`config.mk`:
```
export PLATFORM = sky130hd
export DESIGN_NAME = priority_aging_task_scheduler
export DESIGN_NICKNAME = d
export VERILOG_FILES = /design/src/design/pats_pkg.sv /design/src/design/pats_cmp_unit.sv /design/src/design/priority_aging_task_scheduler.sv
export VERILOG_INCLUDE_DIRS = /design/src /design/src/design
export SDC_FILE = /design/constraint.sdc
export NUM_CORES = 1
export LEC_CHECK = 0
export BUFFER_PORTS_ARGS = -buffer_cell sky130_fd_sc_hd__buf_2
export CORE_ASPECT_RATIO = 0.9
export CORE_MARGIN = 10
export CORE_UTILIZATION = 50
export CTS_CLUSTER_DIAMETER = 80
export CTS_CLUSTER_SIZE = 8
export DETAILED_ROUTE_END_ITERATION = 12
export GPL_ROUTABILITY_DRIVEN = 0
export PLACE_DENSITY_LB_ADDON = 0.12
export SKIP_LAST_GASP = 1
export SLEW_MARGIN = 10
export SYNTH_ARGS = -nofsm -noshare
export SYNTH_HDL_FRONTEND = slang
export SYNTH_SLANG_ARGS = --single-unit
```
`constraint.sdc`:
```
create_clock -name clock -period 9.55 [get_ports clock]
set_input_delay 1.4325 -clock clock [delete_from_list [all_inputs] [get_ports clock]]
set_output_delay 1.4325 -clock clock [all_outputs]
set_load 0.1 [all_outputs]
```
`src/design/assert_macros.svh`:
```
// ---------------------------------------------------------------------------
// Assertion macros
// Shared concurrent assertion forms, clocked on clock and disabled in reset.
// ---------------------------------------------------------------------------
`ifndef ASSERT_MACROS_SVH
`define ASSERT_MACROS_SVH

// The consequent must hold in the same cycle as the antecedent.
`define ASSERT_IMPL(label, ante, cons, msg) \
   label: assert property (@(posedge clock) disable iff (reset) (ante) |-> (cons)) \
      else $error(msg);

// The consequent must hold in the cycle after the antecedent.
`define ASSERT_NEXT(label, ante, cons, msg) \
   label: assert property (@(posedge clock) disable iff (reset) (ante) |=> (cons)) \
      else $error(msg);

`endif

```
`src/design/pats_pkg.sv`:
```
// ---------------------------------------------------------------------------
// Priority aging task scheduler package
// Field widths, command codes, priority limits and shared types.
// ---------------------------------------------------------------------------
package pats_pkg;

   localparam int CMD_W  = 2;
   localparam int SLOT_W = 4;
   localparam int PRIO_W = 6;

   typedef logic [CMD_W-1:0]         cmd_type;
   typedef logic [SLOT_W-1:0]        slot_type;
   typedef logic signed [PRIO_W-1:0] prio_type;

   localparam cmd_type CMD_READY   = 2'd0;
   localparam cmd_type CMD_REMOVE  = 2'd1;
   localparam cmd_type CMD_SETPRIO = 2'd2;
   localparam cmd_type CMD_SCHED   = 2'd3;

   localparam prio_type PRIO_FLOOR = -6'sd20;
   localparam prio_type PRIO_CEIL  = 6'sd20;
   localparam prio_type AGE_LIMIT  = -6'sd19;
   localparam prio_type PRIO_MAX   = 6'sd31;

   typedef struct packed {
      logic     lt;
      prio_type dec;
   } cmp_res_type;

endpackage

```
`src/design/pats_cmp_unit.sv`:
```
// ---------------------------------------------------------------------------
// Shared compare and decrement unit
// Signed less-than compare of two priorities and decrement of the first.
// ---------------------------------------------------------------------------
module pats_cmp_unit (
   input  pats_pkg::prio_type    op_a,
   input  pats_pkg::prio_type    op_b,
   output pats_pkg::cmp_res_type res
);
   import pats_pkg::*;

   assign res.lt  = (op_a < op_b);
   assign res.dec = op_a - prio_type'(1);

endmodule

```
`src/design/priority_aging_task_scheduler.sv`:
```
// ---------------------------------------------------------------------------
// Priority aging task scheduler
// Make ready, set priority and ignored commands pass from acceptance through
// the execute and finish states to the response. Remove of a ready slot walks
// the ready list once and schedule of a nonempty list walks it twice (scan and
// age) through one shared compare unit. A finished response may wait while the next request is taken.
// Synchronous reset clears all priorities, ready marks and the ready count.
// ---------------------------------------------------------------------------
module priority_aging_task_scheduler #(
   parameter int SLOTS = 16
) (
   input  logic                       clock,
   input  logic                       reset,
   input  logic                       req_valid,
   output logic                       req_stall,
   input  pats_pkg::cmd_type          req_cmd,
   input  pats_pkg::slot_type         req_slot,
   input  pats_pkg::prio_type         req_prio,
   output logic                       rsp_valid,
   input  logic                       rsp_stall,
   output pats_pkg::slot_type         rsp_chosen_slot,
   output logic                       rsp_found,
   output logic                       rsp_status
);
   import pats_pkg::*;

   `include "assert_macros.svh"

   localparam int IDX_W = $clog2(SLOTS);
   localparam int CNT_W = $clog2(SLOTS + 1);

   localparam logic [2:0] S_IDLE   = 3'd0;
   localparam logic [2:0] S_EXEC   = 3'd1;
   localparam logic [2:0] S_REMOVE = 3'd2;
   localparam logic [2:0] S_SCAN   = 3'd3;
   localparam logic [2:0] S_AGE    = 3'd4;
   localparam logic [2:0] S_FIN    = 3'd5;

   logic [2:0]       state_ff, state_in;
   cmd_type          cmd_ff, cmd_in;
   slot_type         slot_ff, slot_in;
   prio_type         prio_ff, prio_in;
   logic [CNT_W-1:0] count_ff, count_in;
   logic [CNT_W-1:0] i_ff, i_in;
   logic [CNT_W-1:0] j_ff, j_in;
   logic [IDX_W-1:0] best_ff, best_in;
   prio_type         bp_ff, bp_in;
   logic             res_found_ff, res_found_in;
   logic             res_status_ff, res_status_in;
   logic             rsp_valid_ff, rsp_valid_in;
   slot_type         rsp_chosen_ff;
   logic             rsp_found_ff;
   logic             rsp_status_ff;
   logic             rsp_load;

   prio_type         stat_ff [SLOTS];
   prio_type         dyn_ff [SLOTS];
   logic [SLOTS-1:0] mark_ff;
   logic [IDX_W-1:0] order_ff [SLOTS];

   logic             dyn_we;
   logic [IDX_W-1:0] dyn_wa;
   prio_type         dyn_wd;
   logic             stat_we;
   logic             mark_we;
   logic             mark_wd;
   logic             ord_we;
   logic [IDX_W-1:0] ord_wa;
   logic [IDX_W-1:0] ord_wd;

   logic [IDX_W-1:0] s_idx;
   logic             slot_ok;
   logic [IDX_W-1:0] order_rd;
   prio_type         dyn_rd;
   prio_type         clamped;
   prio_type         cmp_b;
   cmp_res_type      cmp_res;

   assign s_idx    = IDX_W'(slot_ff);
   assign slot_ok  = (int'(slot_ff) < SLOTS);
   assign order_rd = order_ff[i_ff[IDX_W-1:0]];
   assign dyn_rd   = dyn_ff[order_rd];
   assign cmp_b    = (state_ff == S_AGE) ? AGE_LIMIT : bp_ff;

   always_comb begin
      if (prio_ff < PRIO_FLOOR) begin
         clamped = PRIO_FLOOR;
      end else if (prio_ff > PRIO_CEIL) begin
         clamped = PRIO_CEIL;
      end else begin
         clamped = prio_ff;
      end
   end

   pats_cmp_unit u_cmp (
      .op_a (dyn_rd),
      .op_b (cmp_b),
      .res  (cmp_res)
   );

   always_comb begin
      state_in      = state_ff;
      cmd_in        = cmd_ff;
      slot_in       = slot_ff;
      prio_in       = prio_ff;
      count_in      = count_ff;
      i_in          = i_ff;
      j_in          = j_ff;
      best_in       = best_ff;
      bp_in         = bp_ff;
      res_found_in  = res_found_ff;
      res_status_in = res_status_ff;
      rsp_load      = 1'b0;
      dyn_we        = 1'b0;
      dyn_wa        = s_idx;
      dyn_wd        = clamped;
      stat_we       = 1'b0;
      mark_we       = 1'b0;
      mark_wd       = 1'b0;
      ord_we        = 1'b0;
      ord_wa        = j_ff[IDX_W-1:0];
      ord_wd        = order_rd;

      unique case (state_ff)
         S_IDLE: begin
            if (req_valid) begin
               cmd_in   = req_cmd;
               slot_in  = req_slot;
               prio_in  = req_prio;
               state_in = S_EXEC;
            end
         end
         S_EXEC: begin
            res_found_in  = 1'b0;
            res_status_in = 1'b1;
            i_in          = '0;
            j_in          = '0;
            state_in      = S_FIN;
            if (cmd_ff == CMD_SCHED) begin
               if (count_ff != '0) begin
                  bp_in    = PRIO_MAX;
                  state_in = S_SCAN;
               end
            end else if (slot_ok) begin
               unique case (cmd_ff)
                  CMD_READY: begin
                     if (!mark_ff[s_idx] && (count_ff < CNT_W'(SLOTS))) begin
                        ord_we        = 1'b1;
                        ord_wa        = count_ff[IDX_W-1:0];
                        ord_wd        = s_idx;
                        count_in      = count_ff + CNT_W'(1);
                        mark_we       = 1'b1;
                        mark_wd       = 1'b1;
                        res_status_in = 1'b0;
                     end
                  end
                  CMD_REMOVE: begin
                     if (mark_ff[s_idx]) begin
                        state_in = S_REMOVE;
                     end
                  end
                  CMD_SETPRIO: begin
                     stat_we       = 1'b1;
                     dyn_we        = 1'b1;
                     res_status_in = 1'b0;
                  end
                  default: begin
                     state_in = S_FIN;
                  end
               endcase
            end
         end
         S_REMOVE: begin
            if (i_ff < count_ff) begin
               if (order_rd != s_idx) begin
                  ord_we = 1'b1;
                  j_in   = j_ff + CNT_W'(1);
               end
               i_in = i_ff + CNT_W'(1);
            end else begin
               count_in      = j_ff;
               mark_we       = 1'b1;
               mark_wd       = 1'b0;
               res_status_in = 1'b0;
               state_in      = S_FIN;
            end
         end
         S_SCAN: begin
            if (i_ff < count_ff) begin
               if (cmp_res.lt) begin
                  best_in = order_rd;
                  bp_in   = dyn_rd;
               end
               i_in = i_ff + CNT_W'(1);
            end else begin
               i_in     = '0;
               state_in = S_AGE;
            end
         end
         S_AGE: begin
            dyn_we = 1'b1;
            if (i_ff < count_ff) begin
               dyn_wa = order_rd;
               dyn_wd = cmp_res.lt ? dyn_rd : cmp_res.dec;
               i_in   = i_ff + CNT_W'(1);
            end else begin
               dyn_wa        = best_ff;
               dyn_wd        = stat_ff[best_ff];
               res_found_in  = 1'b1;
               res_status_in = 1'b0;
               state_in      = S_FIN;
            end
         end
         S_FIN: begin
            if (!rsp_valid_ff || !rsp_stall) begin
               rsp_load = 1'b1;
               state_in = S_IDLE;
            end
         end
         default: begin
            state_in = S_IDLE;
         end
      endcase
   end

   always_comb begin
      if (rsp_load) begin
         rsp_valid_in = 1'b1;
      end else if (rsp_stall) begin
         rsp_valid_in = rsp_valid_ff;
      end else begin
         rsp_valid_in = 1'b0;
      end
   end

   always_ff @(posedge clock) begin
      if (reset) begin
         state_ff     <= S_IDLE;
         count_ff     <= '0;
         rsp_valid_ff <= 1'b0;
      end else begin
         state_ff     <= state_in;
         count_ff     <= count_in;
         rsp_valid_ff <= rsp_valid_in;
      end
   end

   always_ff @(posedge clock) begin
      cmd_ff        <= cmd_in;
      slot_ff       <= slot_in;
      prio_ff       <= prio_in;
      i_ff          <= i_in;
      j_ff          <= j_in;
      best_ff       <= best_in;
      bp_ff         <= bp_in;
      res_found_ff  <= res_found_in;
      res_status_ff <= res_status_in;
      if (rsp_load) begin
         rsp_chosen_ff <= res_found_ff ? SLOT_W'(best_ff) : '0;
         rsp_found_ff  <= res_found_ff;
         rsp_status_ff <= res_status_ff;
      end
   end

   always_ff @(posedge clock) begin
      if (reset) begin
         for (int k = 0; k < SLOTS; k++) begin
            stat_ff[k] <= '0;
            dyn_ff[k]  <= '0;
         end
         mark_ff <= '0;
      end else begin
         if (stat_we) begin
            stat_ff[s_idx] <= clamped;
         end
         if (dyn_we) begin
            dyn_ff[dyn_wa] <= dyn_wd;
         end
         if (mark_we) begin
            mark_ff[s_idx] <= mark_wd;
         end
      end
   end

   always_ff @(posedge clock) begin
      if (ord_we) begin
         order_ff[ord_wa] <= ord_wd;
      end
   end

   assign req_stall       = (state_ff != S_IDLE);
   assign rsp_valid       = rsp_valid_ff;
   assign rsp_chosen_slot = rsp_chosen_ff;
   assign rsp_found       = rsp_found_ff;
   assign rsp_status      = rsp_status_ff;

   `ASSERT_IMPL(a_count_bound, 1'b1, count_ff <= CNT_W'(SLOTS), "Ready count above slot count.")
   `ASSERT_IMPL(a_mark_count, state_ff == S_IDLE, $countones(mark_ff) == int'(count_ff), "Ready marks disagree with the ready count.")
   `ASSERT_IMPL(a_found_status, rsp_valid && rsp_found, !rsp_status, "Found transaction reports ignored status.")
   `ASSERT_NEXT(a_fin_hold, state_ff == S_FIN && rsp_valid_ff && rsp_stall, state_ff == S_FIN, "Result left before the response slot was free.")

endmodule

```
==> impl_metrics.json, run 1 <==
{
  "status": "completed",
  "setup_viol": 0,
  "finalWorstSetupSlack_ps": 2280,
  "fp.dieArea_sq_mm": 0.0392,
  "syn-instance-count": 1242,
  "fill_cells": 2562,
  "placed_cell_area_sq_mm": 0.0163,
  "ys_top_cells_by_area": "edfxtp_1 (56%), mux4_2 (7.8%), nor2_1 (4.9%)",
  "yosys.cell_count.top_type": "edfxtp_1",
  "grt_first_pass_wirelength_microns": 61600,
  "hold_path_depth": 0,
  "cp.required_ps": 9790,
  "clkTransAtPathRegs_ps": 50,
  "timing.max_slew.rel_slack_pct": 17.0,
  "nNetsFinal": 1287,
  "shortest_clock_period_the_worst_path_allows_after_layout_ps": 7270,
  "areaGrowthSynthToFinish_pct": 11.1,
  "timing.reg2reg.setup_slack_ps": 2280,
  "place.detailed.hpwl_microns": 27200,
  "grt_setup_unrepaired": "false",
  "core_sq_mm": 0.0311,
  "dieWidth_microns": 208,
  "synthesis.area_sq_mm": 0.0159,
  "worst_clock_skew_ps": 21.8,
  "fin_area_sq_mm": 0.0176,
  "topRoutingLayerUsed": "met4",
  "element_type_at_the_critical_path_start": "flip-flop",
  "critical_path_buf_inv_count": 2,
  "hold_end": "rsp_status",
  "synth.yosys.warnings": 0,
  "cts.root.buffer_cell": "clkbuf_16",
  "multi_input_area_sq_mm": 0.00582,
  "tritoncts_buffer_count": 47,
  "p_per_area_mw_per_mm2": 310,
  "yosys.cell_types.count": 69,
  "setup-tns-final_ps": 0,
  "cp_max_fo": 16,
  "n_antenna_cell": 0,
  "cts_setup_buffers": 0,
  "regArea_sq_mm": 0.00955,
  "reg2regPathDepth": 17,
  "clk-insertion-delay-late_ps": 550,
  "max-vdd-ir-drop_uv": 214,
  "tightest_slew_ps": 1250,
  "critical_path.reg2reg.endpoint": "dyn_ff[6][2]",
  "initialDrtViolationCount": 1142,
  "cts.sinks": 329,
  "route.detailed.wl_per_inst_microns": 23.6,
  "synth_nets": 1272,
  "grt_max_degree": 60,
  "detail_route.vias_per_cell": 6.02,
  "crit_path_max_incr_delay_ps": 910,
  "overall_routing_resource_usage_pct": 20.2,
  "routed_metal_1_wire_length_microns": 18600,
  "number_of_global_route_vias_before_repair": 10100,
  "critical_path_class": "flip-flop to flip-flop",
  "floorplan.initialDensity_pct": 51.0,
  "worst-endpoint-arrival_ps": 7510,
  "post_route_cells_drive_above_1_share_pct": 17.2,
  "final_core_util_pct": 56.7,
  "final.period_utilization_pct": 76.2,
  "asyncSetResetFlopFracSynth_pct": 0,
  "chipHeight_microns": 189,
  "cells_resized_by_post_cts_repair": 0,
  "syn_avg_cell_area_sq_um": 12.8,
  "finalHoldViolations": 0,
  "synth-edff-count": 296,
  "commonest_cells_in_the_netlist": "edfxtp_1 (296), nor2_1 (206), nand2_1 (87), a21oi_1 (55), mux4_2 (55)",
  "tritoncts": "done",
  "met2_wirelength_microns": 17600,
  "wl_met3_microns": 3160,
  "cts-htree-levels": 2,
  "first_pass_iters": 5,
  "maxCapViolations": 0,
  "pre_cts_ws_ps": 2270,
  "synth.yosys.seq_area_share_pct": 60.2,
  "num_vias": 10300,
  "synth.ff_latch_count": 329,
  "gr-total-overflow": 0,
  "maxClockFrequency_ghz": 0.138,
  "route.final.wire_length_microns": 40100,
  "min-delay-path-class": "flip-flop to flip-flop",
  "cp_top_family": "simple AND/OR/NAND/NOR gates",
  "antenna_found_initial": 0,
  "leakage_nw": 6.09,
  "slew_violations": 0,
  "yosys.area.top_type_share_pct": 56.1,
  "holdBufCountCts": 0,
  "port_buffers": 23,
  "critical_path.cell_chain": "mux4_2 -> a22oi_1 -> and3_1 -> inv_1 -> a211oi_1 -> a31oi_1 -> mux4_2 -> ha_1 -> inv_1 -> a2111o_1 -> or3_1 -> or3_1 -> o221ai_1 -> a211oi_2 -> xnor2_1 -> nor2_1 -> nor3_1",
  "clk_path_buf_depth": 3,
  "ioPinCount": 24,
  "yosys_most_used_dff": "edfxtp_1",
  "std_cell_rows": 61,
  "worst_hold_startpoint": "res_status_ff",
  "biggest_area_consumer_among_synthesized_cells": "edfxtp_1",
  "crit_end_category": "flip-flop",
  "antenna_violating_nets_post_route": 0,
  "critPathSlowestCell": "nor2_1",
  "post-route-drc-count": 0
}
-- per-stage QoR --
stage / power [mW] / hold slack, ps / instances
6_report: 5.45 / 429 / 1703
5_1_grt: 5.71 / 443 / 1703
4_1_cts: 5.45 / 432 / 1703
3_5_place_dp: 3.93 / 420 / 1617
3_3_place_gp: 3.90 / 411 / 1617
2_1_floorplan: 3.40 / 400 / 1242
-- report_power, final --
| group | switching, mW | internal, mW |
|---|---|---|
| combinational | 1.35 | 0.729 |
| clock | 0.598 | 0.920 |
| sequential | 0.101 | 1.76 |
-- layout make-up --
type	count	area share (%)
clock buffer	84	7.47
clock inverter	2	0.0995
inverter	29	0.618
multi-input combinational	804	33.0
sequential	329	54.2
tap	409	2.91
timing repair buffer	46	1.63
-- flip-flops by register name, summed over array words and instances, names as in the netlist, named ones only --
name,cells
s_idx,4
best_ff,4
order_ff,64
bp_ff,6
count_ff,5
rsp_found,1
prio_ff,6
rsp_status,1
dyn_ff,96
res_status_ff,1
state_ff,3
cmd_ff,2
j_ff,5
rsp_valid,1
rsp_chosen_slot,4
stat_ff,96
i_ff,5
mark_ff,16
res_found_ff,1
-- worst register-to-register path, delay by kind of cell, from the launching register on --
| kind | cells | cell delay, ps |
|---|---|---|
| xor+xnor | 1 | 150 |
| buf+inv | 2 | 610 |
| flops | 1 | 830 |
| compound gates | 6 | 1320 |
| mux | 2 | 1200 |
| simple gates | 5 | 2540 |
| fa+ha+maj | 1 | 320 |
-- metal layers --
metal  vias to the layer above  GRT usage [%]
met2                       399           29.8
met3                        64           3.77
met5                         -              0
met4                         0           5.49
met1                      5108           29.8
li1                       4681              -
-- cells in the final DEF (no fill, tap or decap), drive strengths merged, types with 5 or more instances in the layout --
master	n
and3	6
nor3	28
nor2	206
nand2	87
nand3b	11
nand3	31
a31oi	20
or3	5
inv	28
nand2b	39
a211oi	10
mux4	55
nor4	6
a22oi	11
dfxtp	33
mux2	20
o21ai	20
a21o	5
o211ai	9
o31ai	13
xor2	7
clkbuf	84
ha	14
buf	46
o21a	6
edfxtp	296
a21oi	77
and2	13
mux2i	56
or3b	8
-- how the worst max path moves through the flow --
stage | start | endpoint | slack (ps) | depth (start not counted)
floorplan | flip-flop | dyn_ff[0][2] | 4110 | 22
global placement | flip-flop | dyn_ff[14][2] | 2420 | 17
detailed placement | flip-flop | dyn_ff[10][2] | 2270 | 17
CTS | flip-flop | dyn_ff[10][2] | 2250 | 17
global route | flip-flop | dyn_ff[8][2] | 1800 | 16
finish | flip-flop | dyn_ff[6][2] | 2280 | 17
-- cell families (layout without fill, tap and decap cells) --
family	Yosys count	count (layout)	synth area share, %
xor+xnor	11	11	0.608
buf+inv	109	161	3.13
mux	131	131	13.0
fa+ha+maj	15	15	1.17
simple gates	450	450	13.0
compound gates	197	197	8.82
flops	329	329	60.2
(Power assumes the default switching activity.)
==> run 2, diff against run 1 <==
- clock period: 9.55 -> 6.65 ns (I/O delays scaled with it)
==> run 2 against run 1 <==
Net effect: sequential share of layout area is 0.48 points lower; via count up 2.1%; utilization is 0.51 points higher; die area is the same; power up 46%; critical path type unchanged.
==> impl_metrics.json, run 2 (synthesized netlist as in run 1, its figures left out) <==
{
  "status": "completed",
  "num_vias": 10500,
  "largest_registers_ranked_by_flip_flop_count": "dyn_ff x96, stat_ff x96, order_ff x64",
  "dieWidth_microns": 208,
  "crit_end_category": "flip-flop",
  "multi_input_area_sq_mm": 0.00582,
  "leakage_nw": 6.18,
  "cts_setup_buffers": 0,
  "finalHoldViolations": 0,
  "grt_first_pass_wirelength_microns": 61300,
  "element_type_at_the_critical_path_start": "flip-flop",
  "place.detailed.hpwl_microns": 27700,
  "regArea_sq_mm": 0.00955,
  "std_cell_rows": 61,
  "areaGrowthSynthToFinish_pct": 12.1,
  "fill_cells": 2539,
  "nNetsFinal": 1303,
  "overall_routing_resource_usage_pct": 20.1,
  "cts.sinks": 329,
  "number_of_global_route_vias_before_repair": 9974,
  "chipHeight_microns": 189,
  "tightest_slew_ps": 1120,
  "cells_resized_by_post_cts_repair": 0,
  "clk-insertion-delay-late_ps": 560,
  "critical_path_class": "flip-flop to flip-flop",
  "tritoncts": "done",
  "holdBufCountCts": 0,
  "setup-tns-final_ps": 0,
  "net-switching-power_mw": 2.98,
  "detail_route.vias_per_cell": 6.09,
  "final_core_util_pct": 57.2,
  "routed_metal_1_wire_length_microns": 18400,
  "cts-htree-levels": 2,
  "timing.max_slew.rel_slack_pct": 25.2,
  "cp.required_ps": 6830,
  "route.final.wire_length_microns": 40400,
  "final.period_utilization_pct": 92.3,
  "antenna_violating_nets_post_route": 0,
  "maxClockFrequency_ghz": 0.163,
  "commonest_cells_after_routing_fill_and_taps_aside": "edfxtp_1 (296), nor2_1 (206), nand2_1 (87), a21oi_1 (55), mux4_2 (55)",
  "tritoncts_buffer_count": 47,
  "met2_wirelength_microns": 17800,
  "internal_power_mw": 4.98,
  "post_route_cells_drive_above_1_share_pct": 18.3,
  "route.detailed.wl_per_inst_microns": 23.5,
  "antenna_found_initial": 0,
  "max-vdd-ir-drop_uv": 285,
  "port_buffers": 23,
  "worst_clock_skew_ps": 22.4,
  "cts.root.buffer_cell": "clkbuf_16",
  "critical_path.reg2reg.endpoint": "bp_ff[5]",
  "min-delay-path-class": "flip-flop to flip-flop",
  "first_pass_iters": 7,
  "clk_path_buf_depth": 3,
  "shortest_clock_period_the_worst_path_allows_after_layout_ps": 6140,
  "gr-total-overflow": 0,
  "hold_path_depth": 0,
  "mostFrequentLayoutCell": "edfxtp_1",
  "maxCapViolations": 0,
  "p_per_area_mw_per_mm2": 448,
  "pwr-share-comb_pct": 38.8,
  "p_seq_share_pct": 33.3,
  "p_sw_share_pct": 37.5,
  "floorplan.initialDensity_pct": 51.0,
  "initialDrtViolationCount": 1171,
  "worst-endpoint-arrival_ps": 6320,
  "grt_max_degree": 59,
  "setup_viol": 0,
  "grt_setup_unrepaired": "false",
  "reg2regPathDepth": 15,
  "share_clk_of_total_power_pct": 28.0,
  "clkTransAtPathRegs_ps": 50,
  "wl_met3_microns": 3200,
  "fp.dieArea_sq_mm": 0.0392,
  "timing.reg2reg.setup_slack_ps": 510,
  "topRoutingLayerUsed": "met4",
  "slew_violations": 0,
  "core_sq_mm": 0.0311,
  "cp_max_fo": 20,
  "post-route-drc-count": 0,
  "critical_path.endpoint": "bp_ff[5]",
  "ioPinCount": 24,
  "n_antenna_cell": 0
}
[run 2: cell count changes in the layout (fill, tap and decap cells not counted), sizes merged]
cell | before | now
clkinv | 3 | 4
buf | 46 | 62
[run 2: how the worst min path moves through the flow]
stage,startpoint,end,slack [ps]
2_1_floorplan,res_status_ff,rsp_status,400
3_3_place_gp,res_status_ff,rsp_status,420
3_5_place_dp,res_status_ff,rsp_status,420
4_1_cts,res_status_ff,rsp_status,430
5_1_grt,res_status_ff,rsp_status,440
6_report,res_status_ff,rsp_status,430
[run 2: final cells by class]
type / instances / share of cell area [%]
Clock buffer: 84 / 7.52
Multi-Input combinational cell: 804 / 32.7
Timing Repair Buffer: 62 / 2.30
Inverter: 29 / 0.613
Tap cell: 409 / 2.88
Sequential cell: 329 / 53.8
Clock inverter: 3 / 0.190
[run 2: critical path, stage by stage (launching register included)]
cell      delay (ps)
dfxtp_1          640
mux4_2           560
mux4_2           800
mux2i_1          230
mux2i_1          320
mux2i_1          200
mux2_2           340
inv_2            130
ha_1             260
a21o_1           160
a2111o_1         420
or3_1            400
or3_1            320
o221ai_1         310
a21oi_1          140
o22ai_1          520
[run 2: routing by layer]
| layer | up-vias | GRT usage, % |
|---|---|---|
| met2 | 419 | 29.6 |
| met1 | 5242 | 29.5 |
| met3 | 80 | 4.18 |
| li1 | 4728 | - |
| met5 | - | 0 |
| met4 | 0 | 5.85 |
[run 2: power groups by stage]
stage          sequential [mW]  clock (mW)  combinational, mW
2_1_floorplan             2.63           0               2.26
3_3_place_gp              2.69           0               3.01
3_5_place_dp              2.69           0               3.03
4_1_cts                   2.65        2.26               3.04
5_1_grt                   2.67        2.35               3.28
6_report                  2.65        2.23               3.09
[run 2: through the flow]
stage / area [sq um] / hold WS [ps] / cells / total power, mW / worst slack, ps
after floorplan: 15900 / 400 / 1242 / 4.89 / 1210
after global placement: 16400 / 425 / 1633 / 5.70 / 663
after detailed placement: 16400 / 420 / 1633 / 5.72 / 548
after CTS: 17800 / 432 / 1720 / 7.95 / 549
after global routing: 17800 / 439 / 1720 / 8.30 / 245
final: 17800 / 434 / 1720 / 7.96 / 510
==> run 3, diff against run 2 <==
- ABC_CLOCK_PERIOD_IN_PS: not set -> 6650
- CORE_UTILIZATION: 50 -> 57
- REMOVE_ABC_BUFFERS: not set -> 1
==> run 3 against run 2 <==
Net effect: routed wire length is 6.4% lower; sequential power hardly changed; die area is 11% lower; largest power group unchanged; via count is 0.78% lower; count of clock-buffer cells in the layout is 9 lower.
==> impl_metrics.json, run 3 (synthesized netlist as in run 1, its figures left out) <==
{
  "status": "completed",
  "route.detailed.wl_per_inst_microns": 23.0,
  "commonest_cells_after_routing_fill_and_taps_aside": "edfxtp_1 (296), nor2_1 (206), nand2_1 (87), a21oi_1 (55), mux4_2 (55)",
  "number_of_global_route_vias_before_repair": 10300,
  "detail_route.vias_per_cell": 6.31,
  "finalHoldViolations": 0,
  "max-vdd-ir-drop_uv": 270,
  "gr-total-overflow": 0,
  "initialDrtViolationCount": 1125,
  "grt_max_degree": 44,
  "final-instance-count-excl-fill": 1646,
  "n_antenna_cell": 0,
  "chipHeight_microns": 178,
  "cp.required_ps": 7070,
  "critPathSlowestCell": "mux4_2",
  "ioPinCount": 24,
  "placed_cell_area_sq_mm": 0.0163,
  "cts.root.buffer_cell": "clkbuf_16",
  "final.period_utilization_pct": 94.1,
  "cts_setup_buffers": 0,
  "timing.max_slew.rel_slack_pct": 28.6,
  "num_vias": 10400,
  "pre_cts_ws_ps": 447,
  "setup_viol": 0,
  "hold_end": "rsp_status",
  "cells_resized_by_post_cts_repair": 0,
  "tritoncts_buffer_count": 47,
  "port_buffers": 23,
  "placed_cells_incl_taps": 1568,
  "post-route-drc-count": 0,
  "dieWidth_microns": 196,
  "overall_routing_resource_usage_pct": 21.8,
  "critical_path_class": "flip-flop to flip-flop",
  "setup-tns-final_ps": 0,
  "reg2regPathDepth": 16,
  "worst_clock_skew_ps": 26.8,
  "core_sq_mm": 0.0272,
  "largest_registers_ranked_by_flip_flop_count": "dyn_ff x96, stat_ff x96, order_ff x64",
  "mostFrequentLayoutCell": "edfxtp_1",
  "std_cell_rows": 57,
  "floorplan.initialDensity_pct": 58.3,
  "clk-insertion-delay-late_ps": 540,
  "power_mw": 7.83,
  "crit_path_max_incr_delay_ps": 800,
  "worst_hold_startpoint": "res_status_ff",
  "finalWorstSetupSlack_ps": 391,
  "post_route_cells_drive_above_1_share_pct": 17.7,
  "cp_top_family": "multiplexers",
  "crit_end_category": "flip-flop",
  "first_pass_iters": 7,
  "grt_setup_unrepaired": "false",
  "shortest_clock_period_the_worst_path_allows_after_layout_ps": 6260,
  "critical_path.cell_chain": "mux4_2 -> mux4_2 -> inv_2 -> nor2_1 -> a221oi_1 -> a21o_2 -> inv_2 -> ha_1 -> a21o_1 -> a2111o_1 -> or3_1 -> or3_1 -> o221ai_1 -> a21oi_1 -> nor2_1 -> mux2_2",
  "place.detailed.hpwl_microns": 25600,
  "clk_path_buf_depth": 3,
  "antenna_violating_nets_post_route": 0,
  "p_per_area_mw_per_mm2": 446,
  "hold_path_depth": 0,
  "element_type_at_the_critical_path_start": "flip-flop",
  "cts-htree-levels": 2,
  "nNetsFinal": 1293,
  "maxCapViolations": 0,
  "areaGrowthSynthToFinish_pct": 10.9,
  "maxClockFrequency_ghz": 0.160,
  "clkTransAtPathRegs_ps": 50,
  "critical_path_buf_inv_count": 2,
  "whs_ps": 449,
  "antenna_found_initial": 0,
  "min-delay-path-class": "flip-flop to flip-flop",
  "worst-endpoint-arrival_ps": 6670,
  "tritoncts": "done",
  "route.final.wire_length_microns": 37800,
  "leakage_nw": 6.12,
  "final_core_util_pct": 64.7,
  "slew_violations": 0,
  "grt_first_pass_wirelength_microns": 59700,
  "fp.dieArea_sq_mm": 0.0349,
  "fin_area_sq_mm": 0.0176,
  "cp_max_fo": 21,
  "cts.sinks": 329,
  "tightest_slew_ps": 1070,
  "holdBufCountCts": 0,
  "timing.reg2reg.setup_slack_ps": 390
}
run 3: cell types whose count changed in the layout (fill, tap and decap cells not counted):
cell,previous run,this run
clkbuf_1,36,28
inv_6,1,0
buf_4,39,29
clkbuf_16,48,47
clkinv_8,1,2
run 3: worst register-to-register path: stages, from the launching register on:
cell and delay [ps]:
dfxtp_1 680, mux4_2 580, mux4_2 800, inv_2 410, nor2_1 80, a221oi_1 400
a21o_2 230, inv_2 70, ha_1 200, a21o_1 170, a2111o_1 410, or3_1 390
or3_1 320, o221ai_1 310, a21oi_1 130, nor2_1 520, mux2_2 410
run 3: how the worst max path moves through the flow:
stage,startpoint,to,slack [ps],depth (start not counted)
floorplan,flip-flop,dyn_ff[0][2],340,17
global placement,flip-flop,flip-flop,640,16
detailed placement,flip-flop,flip-flop,450,16
CTS,flip-flop,flip-flop,430,16
global route,flip-flop,flip-flop,60,16
finish,flip-flop,flip-flop,390,16
run 3: report_power, final:
group          switching, mW  internal [mW]
Sequential             0.153           2.52
Combinational           1.92           1.09
Clock                  0.845           1.30
Total                   2.92           4.91
run 3: per-layer routing:
metal	up-vias	wire length (microns)	GRT usage [%]
met5	-	0	0
met1	5182	16600	30.7
li1	4707	-	-
met4	0	934	6.83
met2	424	17600	34.4
met3	74	2700	3.17
run 3: cell type report:
class,instances,area [sq um]
clock inverters,3,41.3
multi-input cells,804,5820
clock buffers,75,1280
inverters,29,109
fillers,2008,9600
flip-flops and latches,329,9550
repair buffers,52,333
well taps,354,443
